[config.mk]
export PLATFORM = sky130hd
export DESIGN_NAME = keyed_additive_pixel_blend_core
export DESIGN_NICKNAME = d
export VERILOG_FILES = /design/src/kapb_pkg.sv /design/src/kapb_csr.sv /design/src/kapb_front.sv /design/src/kapb_fifo.sv /design/src/kapb_back.sv /design/src/keyed_additive_pixel_blend_core.sv
export SDC_FILE = /design/constraint.sdc
export NUM_CORES = 2
export LEC_CHECK = 0
export BUFFER_PORTS_ARGS = -buffer_cell sky130_fd_sc_hd__buf_2
export CORE_MARGIN = 2
export CORE_UTILIZATION = 65
export DETAILED_ROUTE_END_ITERATION = 7
export PLACE_DENSITY = 0.82
export SLEW_MARGIN = 20
export SYNTH_ARGS = -nofsm -noshare
export SYNTH_HDL_FRONTEND = slang
export SYNTH_SLANG_ARGS = --single-unit
[constraint.sdc]
create_clock -name clock -period 10.9 [get_ports clock]
set_input_delay 1.09 -clock clock [delete_from_list [all_inputs] [get_ports clock]]
set_output_delay 1.09 -clock clock [all_outputs]
set_load 0.05 [all_outputs]
[src/kapb_pkg.sv]
// ----------------------------------------------------------------------------
// kapb_pkg
// Types and constants shared by the keyed additive pixel blender.
// ----------------------------------------------------------------------------
package kapb_pkg;

   localparam int CHAN_W         = 8;
   localparam int ALPHA_W        = 9;
   localparam int CSR_INDEX_W    = 3;
   localparam int CSR_DATA_W     = 32;
   localparam int QUEUE_DEPTH_DEFAULT = 4;

   localparam logic [CHAN_W-1:0]  CHAN_MAX  = 8'hff;
   localparam logic [ALPHA_W-1:0] ALPHA_ONE = 9'd256;

   // Register indexes of the configuration port.
   localparam logic [CSR_INDEX_W-1:0] REG_BLEND_ALPHA = 3'd0;
   localparam logic [CSR_INDEX_W-1:0] REG_BLEND_MODE  = 3'd1;
   localparam logic [CSR_INDEX_W-1:0] REG_KEY_ENABLE  = 3'd2;
   localparam logic [CSR_INDEX_W-1:0] REG_KEY_RED     = 3'd3;
   localparam logic [CSR_INDEX_W-1:0] REG_KEY_GREEN   = 3'd4;
   localparam logic [CSR_INDEX_W-1:0] REG_KEY_BLUE    = 3'd5;

   localparam logic MODE_NORMAL   = 1'b0;
   localparam logic MODE_ADDITIVE = 1'b1;

   typedef struct packed {
      logic [CHAN_W-1:0] src_red;
      logic [CHAN_W-1:0] src_green;
      logic [CHAN_W-1:0] src_blue;
      logic [CHAN_W-1:0] dst_red;
      logic [CHAN_W-1:0] dst_green;
      logic [CHAN_W-1:0] dst_blue;
   } req_word_type;

   typedef struct packed {
      logic [CHAN_W-1:0] out_red;
      logic [CHAN_W-1:0] out_green;
      logic [CHAN_W-1:0] out_blue;
      logic              write_enable;
   } rsp_word_type;

   // Settings seen by the front and back parts.
   typedef struct packed {
      logic [ALPHA_W-1:0]     alpha;
      logic                   mode;
      logic                   key_enable;
      logic [2:0][CHAN_W-1:0] key;
   } cfg_type;

   // Classified pixel waiting in the queue; index 0 is red, 2 is blue.
   typedef struct packed {
      logic                   keyed;
      logic [2:0][CHAN_W-1:0] src;
      logic [2:0][CHAN_W-1:0] dst;
   } queue_word_type;

endpackage

[src/kapb_csr.sv]
// ----------------------------------------------------------------------------
// kapb_csr
// Configuration registers of the blender, written through the csr channel.
// ----------------------------------------------------------------------------
module kapb_csr (
   input  logic                            clock,
   input  logic                            reset,
   input  logic                            csr_valid,
   output logic                            csr_ready,
   input  logic [kapb_pkg::CSR_INDEX_W-1:0] csr_index,
   input  logic [kapb_pkg::CSR_DATA_W-1:0]  csr_data,
   output kapb_pkg::cfg_type               cfg
);
   import kapb_pkg::*;

   cfg_type cfg_ff, cfg_in;

   assign csr_ready = 1'b1;
   assign cfg       = cfg_ff;

   always_comb begin
      cfg_in = cfg_ff;
      if (csr_valid) begin
         unique case (csr_index)
            REG_BLEND_ALPHA: cfg_in.alpha      = csr_data[ALPHA_W-1:0];
            REG_BLEND_MODE:  cfg_in.mode       = csr_data[0];
            REG_KEY_ENABLE:  cfg_in.key_enable = csr_data[0];
            REG_KEY_RED:     cfg_in.key[0]     = csr_data[CHAN_W-1:0];
            REG_KEY_GREEN:   cfg_in.key[1]     = csr_data[CHAN_W-1:0];
            REG_KEY_BLUE:    cfg_in.key[2]     = csr_data[CHAN_W-1:0];
            default: ;
         endcase
      end
   end

   always_ff @(posedge clock) begin
      if (reset) begin
         cfg_ff.alpha      <= ALPHA_ONE;
         cfg_ff.mode       <= MODE_NORMAL;
         cfg_ff.key_enable <= 1'b0;
         cfg_ff.key        <= '0;
      end else begin
         cfg_ff <= cfg_in;
      end
   end

endmodule

[src/kapb_front.sv]
// ----------------------------------------------------------------------------
// kapb_front
// Accepts request words, checks them against the key color and hands
// them to the queue.
// ----------------------------------------------------------------------------
module kapb_front (
   input  logic                      clock,
   input  logic                      reset,
   input  logic                      req_valid,
   output logic                      req_stall,
   input  kapb_pkg::req_word_type    req_word,
   input  kapb_pkg::cfg_type         cfg,
   output logic                      push,
   output kapb_pkg::queue_word_type  push_word,
   input  logic                      queue_full
);
   import kapb_pkg::*;

   logic           valid_ff, valid_in;
   queue_word_type word_ff, word_in;
   logic           accept;

   assign req_stall = valid_ff && queue_full;
   assign accept    = req_valid && !req_stall;
   assign push      = valid_ff && !queue_full;
   assign push_word = word_ff;
   assign valid_in  = accept || (valid_ff && queue_full);

   always_comb begin
      word_in.src   = {req_word.src_blue, req_word.src_green, req_word.src_red};
      word_in.dst   = {req_word.dst_blue, req_word.dst_green, req_word.dst_red};
      word_in.keyed = cfg.key_enable && (word_in.src == cfg.key);
   end

   always_ff @(posedge clock) begin
      if (reset) begin
         valid_ff <= 1'b0;
      end else begin
         valid_ff <= valid_in;
      end
   end

   always_ff @(posedge clock) begin
      if (accept) begin
         word_ff <= word_in;
      end
   end

endmodule

[src/kapb_fifo.sv]
// ----------------------------------------------------------------------------
// kapb_fifo
// Short queue between the front and back parts of the blender.
// ----------------------------------------------------------------------------
module kapb_fifo #(
   parameter int DEPTH = kapb_pkg::QUEUE_DEPTH_DEFAULT
) (
   input  logic                      clock,
   input  logic                      reset,
   input  logic                      push,
   input  kapb_pkg::queue_word_type  push_word,
   output logic                      full,
   input  logic                      pop,
   output kapb_pkg::queue_word_type  pop_word,
   output logic                      empty
);
   import kapb_pkg::*;

   localparam int PTR_W   = (DEPTH > 1) ? $clog2(DEPTH) : 1;
   localparam int COUNT_W = $clog2(DEPTH + 1);

   queue_word_type           entry_ff [DEPTH];
   logic [PTR_W-1:0]         wr_ptr_ff, wr_ptr_in;
   logic [PTR_W-1:0]         rd_ptr_ff, rd_ptr_in;
   logic [COUNT_W-1:0]       count_ff, count_in;
   logic                     do_push, do_pop;

   assign full     = (count_ff == COUNT_W'(DEPTH));
   assign empty    = (count_ff == '0);
   assign do_push  = push && !full;
   assign do_pop   = pop && !empty;
   assign pop_word = entry_ff[rd_ptr_ff];

   always_comb begin
      wr_ptr_in = wr_ptr_ff;
      rd_ptr_in = rd_ptr_ff;
      count_in  = count_ff;
      if (do_push) begin
         wr_ptr_in = (wr_ptr_ff == PTR_W'(DEPTH - 1)) ? '0 : wr_ptr_ff + 1'b1;
      end
      if (do_pop) begin
         rd_ptr_in = (rd_ptr_ff == PTR_W'(DEPTH - 1)) ? '0 : rd_ptr_ff + 1'b1;
      end
      if (do_push && !do_pop) begin
         count_in = count_ff + 1'b1;
      end else if (do_pop && !do_push) begin
         count_in = count_ff - 1'b1;
      end
   end

   always_ff @(posedge clock) begin
      if (reset) begin
         wr_ptr_ff <= '0;
         rd_ptr_ff <= '0;
         count_ff  <= '0;
      end else begin
         wr_ptr_ff <= wr_ptr_in;
         rd_ptr_ff <= rd_ptr_in;
         count_ff  <= count_in;
      end
   end

   always_ff @(posedge clock) begin
      if (do_push) begin
         entry_ff[wr_ptr_ff] <= push_word;
      end
   end

endmodule

[src/kapb_back.sv]
// ----------------------------------------------------------------------------
// kapb_back
// Blend pipeline: scale by alpha, then either truncate and saturate (normal
// mode) or square, divide, add and clamp (additive mode), ending in the response register.
// ----------------------------------------------------------------------------
module kapb_back (
   input  logic                      clock,
   input  logic                      reset,
   input  kapb_pkg::cfg_type         cfg,
   output logic                      pop,
   input  kapb_pkg::queue_word_type  pop_word,
   input  logic                      queue_empty,
   output logic                      rsp_valid,
   input  logic                      rsp_stall,
   output kapb_pkg::rsp_word_type    rsp_word
);
   import kapb_pkg::*;

   localparam int PROD_W = CHAN_W + ALPHA_W;      // s * alpha
   localparam int SQ_W   = 2 * PROD_W;            // (s * alpha)^2
   localparam int Q_W    = SQ_W - 2 * CHAN_W;     // square without its 16 fraction bits
   localparam logic [Q_W-1:0] SAT_LIMIT = Q_W'(int'(CHAN_MAX) * int'(CHAN_MAX));

   // Additive channel: min(255, floor(q / 255) + dst). Below the limit q fits
   // 16 bits, where (x + (x >> 8) + 1) >> 8 is an exact divide by 255.
   function automatic logic [CHAN_W-1:0] add_chan(input logic [Q_W-1:0]    q,
                                                  input logic [CHAN_W-1:0] dst);
      logic [2*CHAN_W:0]   sum;
      logic [CHAN_W:0]     tot;
      logic [CHAN_W-1:0]   res;
      sum = (2*CHAN_W+1)'(q[2*CHAN_W-1:0]) + (2*CHAN_W+1)'(q[2*CHAN_W-1:CHAN_W])
            + (2*CHAN_W+1)'(1);
      tot = {1'b0, sum[2*CHAN_W-1:CHAN_W]} + {1'b0, dst};
      if (q >= SAT_LIMIT || tot[CHAN_W]) begin
         res = CHAN_MAX;
      end else begin
         res = tot[CHAN_W-1:0];
      end
      return res;
   endfunction

   logic                   advance;

   logic                   s1_valid_ff;
   logic                   s1_keyed_ff;
   logic [2:0][CHAN_W-1:0] s1_dst_ff;
   logic [2:0][PROD_W-1:0] s1_prod_ff, s1_prod_in;

   logic                   s2_valid_ff;
   logic                   s2_keyed_ff;
   logic [2:0][CHAN_W-1:0] s2_dst_ff;
   logic [2:0][Q_W-1:0]    s2_q_ff, s2_q_in;
   logic [2:0][CHAN_W-1:0] s2_norm_ff, s2_norm_in;

   logic                   rsp_valid_ff, rsp_valid_in;
   rsp_word_type           rsp_word_ff, rsp_word_in;

   // The whole pipeline moves when the response register is free or drained.
   assign advance      = !rsp_valid_ff || !rsp_stall;
   assign pop          = advance && !queue_empty;
   assign rsp_valid_in = advance ? s2_valid_ff : rsp_valid_ff;
   assign rsp_valid    = rsp_valid_ff;
   assign rsp_word     = rsp_word_ff;

   always_comb begin
      logic [SQ_W-1:0] sq;
      logic [2:0][CHAN_W-1:0] chan;
      sq = '0;
      for (int c = 0; c < 3; c++) begin
         s1_prod_in[c] = PROD_W'(pop_word.src[c]) * PROD_W'(cfg.alpha);
         sq            = SQ_W'(s1_prod_ff[c]) * SQ_W'(s1_prod_ff[c]);
         s2_q_in[c]    = sq[SQ_W-1:2*CHAN_W];
         s2_norm_in[c] = s1_prod_ff[c][PROD_W-1] ? CHAN_MAX
                                                 : s1_prod_ff[c][PROD_W-2:CHAN_W];
      end
      for (int c = 0; c < 3; c++) begin
         if (s2_keyed_ff) begin
            chan[c] = s2_dst_ff[c];
         end else if (cfg.mode == MODE_ADDITIVE) begin
            chan[c] = add_chan(s2_q_ff[c], s2_dst_ff[c]);
         end else begin
            chan[c] = s2_norm_ff[c];
         end
      end
      rsp_word_in.out_red      = chan[0];
      rsp_word_in.out_green    = chan[1];
      rsp_word_in.out_blue     = chan[2];
      rsp_word_in.write_enable = !s2_keyed_ff;
   end

   always_ff @(posedge clock) begin
      if (reset) begin
         s1_valid_ff  <= 1'b0;
         s2_valid_ff  <= 1'b0;
         rsp_valid_ff <= 1'b0;
      end else begin
         if (advance) begin
            s1_valid_ff <= pop;
            s2_valid_ff <= s1_valid_ff;
         end
         rsp_valid_ff <= rsp_valid_in;
      end
   end

   always_ff @(posedge clock) begin
      if (advance) begin
         s1_keyed_ff <= pop_word.keyed;
         s1_dst_ff   <= pop_word.dst;
         s1_prod_ff  <= s1_prod_in;
         s2_keyed_ff <= s1_keyed_ff;
         s2_dst_ff   <= s1_dst_ff;
         s2_q_ff     <= s2_q_in;
         s2_norm_ff  <= s2_norm_in;
         rsp_word_ff <= rsp_word_in;
      end
   end

endmodule

[src/keyed_additive_pixel_blend_core.sv]
// ----------------------------------------------------------------------------
// keyed_additive_pixel_blend_core
// Color-keyed scaled copy and additive blend of RGB24 pixels.
// ----------------------------------------------------------------------------
// Each request word carries a source pixel and the destination pixel under it;
// each one produces exactly one response word, in order. Normal mode gives
// trunc(src * alpha), saturated; additive mode gives
// min(255, floor((src * alpha)^2 / 255) + dst). A source pixel equal to the key
// color, with keying on, returns the destination with write_enable low.
// Both data channels use valid and stall; a word moves when valid is high and
// stall is low. The csr channel (valid/ready, always ready) sets alpha, mode
// and key; it must be written only while no pixel is in flight, which the
// block does not enforce. Throughput is one word per clock while rsp_stall
// is low. From acceptance a word passes the front register, the queue, the
// multiply stage and the square stage, with divide, add and clamp before
// the output register. A response stall freezes the back pipeline; the
// queue and front register keep taking words until the queue fills, then
// req_stall rises. Synchronous reset empties the pipeline and queue and
// loads alpha with one, normal mode and keying off. No clearing pass is needed.
// ----------------------------------------------------------------------------
module keyed_additive_pixel_blend_core #(
   parameter int QUEUE_DEPTH = kapb_pkg::QUEUE_DEPTH_DEFAULT
) (
   input  logic                             clock,
   input  logic                             reset,
   input  logic                             req_valid,
   output logic                             req_stall,
   input  kapb_pkg::req_word_type           req_word,
   output logic                             rsp_valid,
   input  logic                             rsp_stall,
   output kapb_pkg::rsp_word_type           rsp_word,
   input  logic                             csr_valid,
   output logic                             csr_ready,
   input  logic [kapb_pkg::CSR_INDEX_W-1:0] csr_index,
   input  logic [kapb_pkg::CSR_DATA_W-1:0]  csr_data
);
   import kapb_pkg::*;

   cfg_type        cfg;
   logic           push, pop, queue_full, queue_empty;
   queue_word_type push_word, pop_word;

   kapb_csr u_csr (
      .clock     (clock),
      .reset     (reset),
      .csr_valid (csr_valid),
      .csr_ready (csr_ready),
      .csr_index (csr_index),
      .csr_data  (csr_data),
      .cfg       (cfg)
   );

   kapb_front u_front (
      .clock      (clock),
      .reset      (reset),
      .req_valid  (req_valid),
      .req_stall  (req_stall),
      .req_word   (req_word),
      .cfg        (cfg),
      .push       (push),
      .push_word  (push_word),
      .queue_full (queue_full)
   );

   kapb_fifo #(
      .DEPTH (QUEUE_DEPTH)
   ) u_fifo (
      .clock     (clock),
      .reset     (reset),
      .push      (push),
      .push_word (push_word),
      .full      (queue_full),
      .pop       (pop),
      .pop_word  (pop_word),
      .empty     (queue_empty)
   );

   kapb_back u_back (
      .clock       (clock),
      .reset       (reset),
      .cfg         (cfg),
      .pop         (pop),
      .pop_word    (pop_word),
      .queue_empty (queue_empty),
      .rsp_valid   (rsp_valid),
      .rsp_stall   (rsp_stall),
      .rsp_word    (rsp_word)
   );

endmodule

==> results.md <==
- Measured slew at the worst slew-check pin: about 1.1 ns
- Die area: around 0.077 mm²
- Yosys warnings: 0
- Vias in the first global route: around 34000
- Reg2Reg Setup Slack: 3.91 ns
- RSZ-0062 raised after global routing: false
- Clock Tree Buf Depth: 3
- Syn Inst Count: between 4000 and 5000
- Library cell with the highest instance count after synthesis: inv_1
- Initial Utilization: 0.657
- Tmin final: 6.99 ns
- PortBufs: 91
- CP Launch Type: flip-flop
- Drt pass-1 iters: 5
- Remaining global-route overflow: 0
- Maximum achievable frequency: 0.143 GHz
- CTS tree: yes
- Largest family of logic cells by synthesized area: adder cells
- Die width: about 280 µm
- Worst hold margin: between 0.4 and 0.5 ns
- Cells after DPL: 5398
- Worst Setup End Kind: flip-flop
- Setup TNS: 0 ns
- Commonest cells post-synth: inv_1, fa_1, ha_1, nand2_1, edfxtp_1
- Via/cell ratio: 5.63
- Post-CTS Setup Bufs: 0
- Number of flops mapped to enable cells by yosys: roughly 450
- Final wirelength: 100000 µm
- Clk sinks: 497
- CTS clk-pin slew, worst paths: 0.06 ns
- Hold WC Path Type: flip-flop to flip-flop
- CTS resizes: 0
- Simple-Gate Fraction of Synth Area: 0.103
- Largest area contributor in the netlist: fa_1
- Netlist cell types: 71
- Sequential element share of the synthesized area: 0.295
- Cts bufs inserted: 52
- CP Max Fanout: 15
- Initial antenna violation count: 3
- Tcrit/Tclk final: 0.642
- Cell Rows: 100
- Slew Limit Headroom: 0.279
- Global-route wire length before repair: 168000 µm
- Endpoints failing setup: 0
- Post-DP HPWL: 75200 µm
- WP data required: roughly 11 ns
- R2R depth: 22
- Synth Area in Compound Gates: 0.0454
- Reg2Reg Capture Point: u_back.s2_q_ff[52]
- Num ports: about 120
- GP Congestion: between 0.8 and 0.9
- Min-Delay Path Depth: 0
- Post-route ant nets: 0
- Clk_lat worst skew: 0.62 ns
- Max-cap violations: 0
- Ant diodes: 0
- Syn Nets: 5703
- Most area-consuming cells after synthesis: fa_1, edfxtp_1, ha_1
- Number of remaining DRC errors: 0
- Status: finished clean
- Die height: 278 µm
- Core area: 0.0744 mm²
- Mux share of post-synthesis cell area: 0.0263
- WS Path Type: flip-flop to flip-flop
- Ys async rst share: 0
- Largest net degree at the start of global routing: 74
- Final nets: ~5800
- Hold Vio Cnt, Final: 0
- XOR/XNOR share of the synthesized area: 0.0337
- Adder-cell share of the synthesized area: 0.410
- Worst R2R Start: u_back.s1_prod_ff[45]
- CTS hold repair buffers: 0
- Via count: between 30000 and 40000
- Root cell of the clock tree: clkbuf_16
- Initial DRC count: 1926
- Non-Filler Instances: 5493
- Synth Register Bits: 497
- GRT Total Usage: 0.272
- WL/cell: 18.3 µm
- # H-tree levels: 2
- Arr. time, crit path: 7.32 ns
- Hold Path End: u_back.s2_dst_ff[13]
- Top cell type's share of synthesized area: 0.285
- Synth-to-layout area growth: 6.50%
- Ys flop type: edfxtp_1
- Hold_sp: u_back.s1_dst_ff[13]
- FILL cells: 5058
- Worst Skew: 0.0566 ns
- Max Slew Vio Count: 0
- Synthesized area: 0.0489 mm²
- Post-Syn Area per Cell: ~11 µm²
- Share of cells above drive strength 1: 0.0685
-- registers in the layout, indices dropped and copies added, names as in the netlist, 2 cells and up, named ones only --
register and cells:
u_back.s1_dst_ff 24, u_back.s2_q_ff 54, u_fifo.entry_ff 196, u_back.s2_dst_ff 24, u_fifo.count_ff 3, u_back.s2_norm_ff 24, u_csr.cfg 35, u_back.s1_prod_ff 51
u_fifo.wr_ptr_ff 2, u_back.rsp_word 25, u_fifo.rd_ptr_ff 2, u_front.push_word 49
-- cells by family after synthesis --
group,after synthesis
other,1
multiplexers,67
AO/OA/AOI/OAI,339
adder cells (fa/ha/maj),1184
flip-flops,497
AND/OR/NAND/NOR,1032
XOR/XNOR,188
buffers and inverters,1123
-- worst max-delay path by stage --
stage,from,end,slack [ns],depth (start not counted)
6_report,u_back.s1_prod_ff[45],u_back.s2_q_ff[52],3.91,22
4_1_cts,u_back.s1_prod_ff[45],u_back.s2_q_ff[52],3.97,22
3_5_place_dp,u_back.s1_prod_ff[45],u_back.s2_q_ff[52],4.04,22
2_1_floorplan,rsp_stall,u_fifo.count_ff[2],3.20,8
5_1_grt,u_back.s1_prod_ff[45],u_back.s2_q_ff[52],3.66,22
3_3_place_gp,u_back.s1_prod_ff[45],u_back.s2_q_ff[52],4.13,22
-- layer usage --
layer / up-vias / part of all wire / wire, µm / track usage
li1: 14100 / - / - / -
met1: 15600 / 0.40 / 40500 / 0.354
met2: 1067 / 0.49 / 49700 / 0.468
met3: 258 / 0.064 / 6410 / 0.0368
met4: 4 / 0.038 / 3760 / 0.104
met5: - / 0.00034 / 34 / 0
-- stage by stage --
step | utilization | worst slack [ns] | area [µm²]
2_1_floorplan | - | 3.20 | 48900
3_3_place_gp | 0.676 | 4.13 | 50300
3_5_place_dp | 0.676 | 4.04 | 50300
4_1_cts | 0.700 | 3.97 | 52100
5_1_grt | 0.700 | 3.66 | 52100
6_report | 0.700 | 3.91 | 52100
-- critical path: stages (launching register included) --
cell and delay (ns):
edfxtp_1 0.82, inv_1 0.38, nor2_1 0.28, fa_1 0.45, inv_1 0.10, fa_1 0.43
fa_1 0.52, inv_1 0.05, fa_1 0.48, fa_1 0.49, inv_1 0.04, fa_1 0.47
inv_1 0.04, ha_1 0.28, o21a_1 0.17, a21oi_1 0.24, o22ai_1 0.16, o21a_1 0.28
o211ai_1 0.30, a21oi_2 0.14, a21oi_2 0.27, mux2i_1 0.21, nand3_1 0.11
-- cell usage in the layout (no fill, tap or decap), types with 48 or more instances in the layout --
| cell | netlist | routed |
|---|---|---|
| and2_1 | 288 | 284 |
| xnor2_1 | 137 | 137 |
| clkbuf_16 | 0 | 53 |
| nand2_1 | 455 | 454 |
| fa_1 | 696 | 696 |
| edfxtp_1 | 449 | 449 |
| mux4_2 | 49 | 49 |
| nor2_1 | 100 | 100 |
| ha_1 | 488 | 488 |
| a21oi_1 | 100 | 100 |
| xor2_1 | 51 | 51 |
| a21o_1 | 48 | 48 |
| inv_1 | 1009 | 1009 |
| o21ai_0 | 57 | 57 |
| buf_2 | 4 | 91 |
-- final cells by class --
type	count	area (µm²)	area share
clock inverter	29	370	0.00711
timing repair buffer	112	613	0.0118
clock buffer	66	1400	0.0268
tap	969	1210	0.0233
sequential	497	14500	0.277
multi-input combinational	2811	30300	0.581
inverter	1009	3790	0.0727
Power is not shown: default switching activity piles up to over one toggle a cycle in this logic, so the estimate is an artifact.
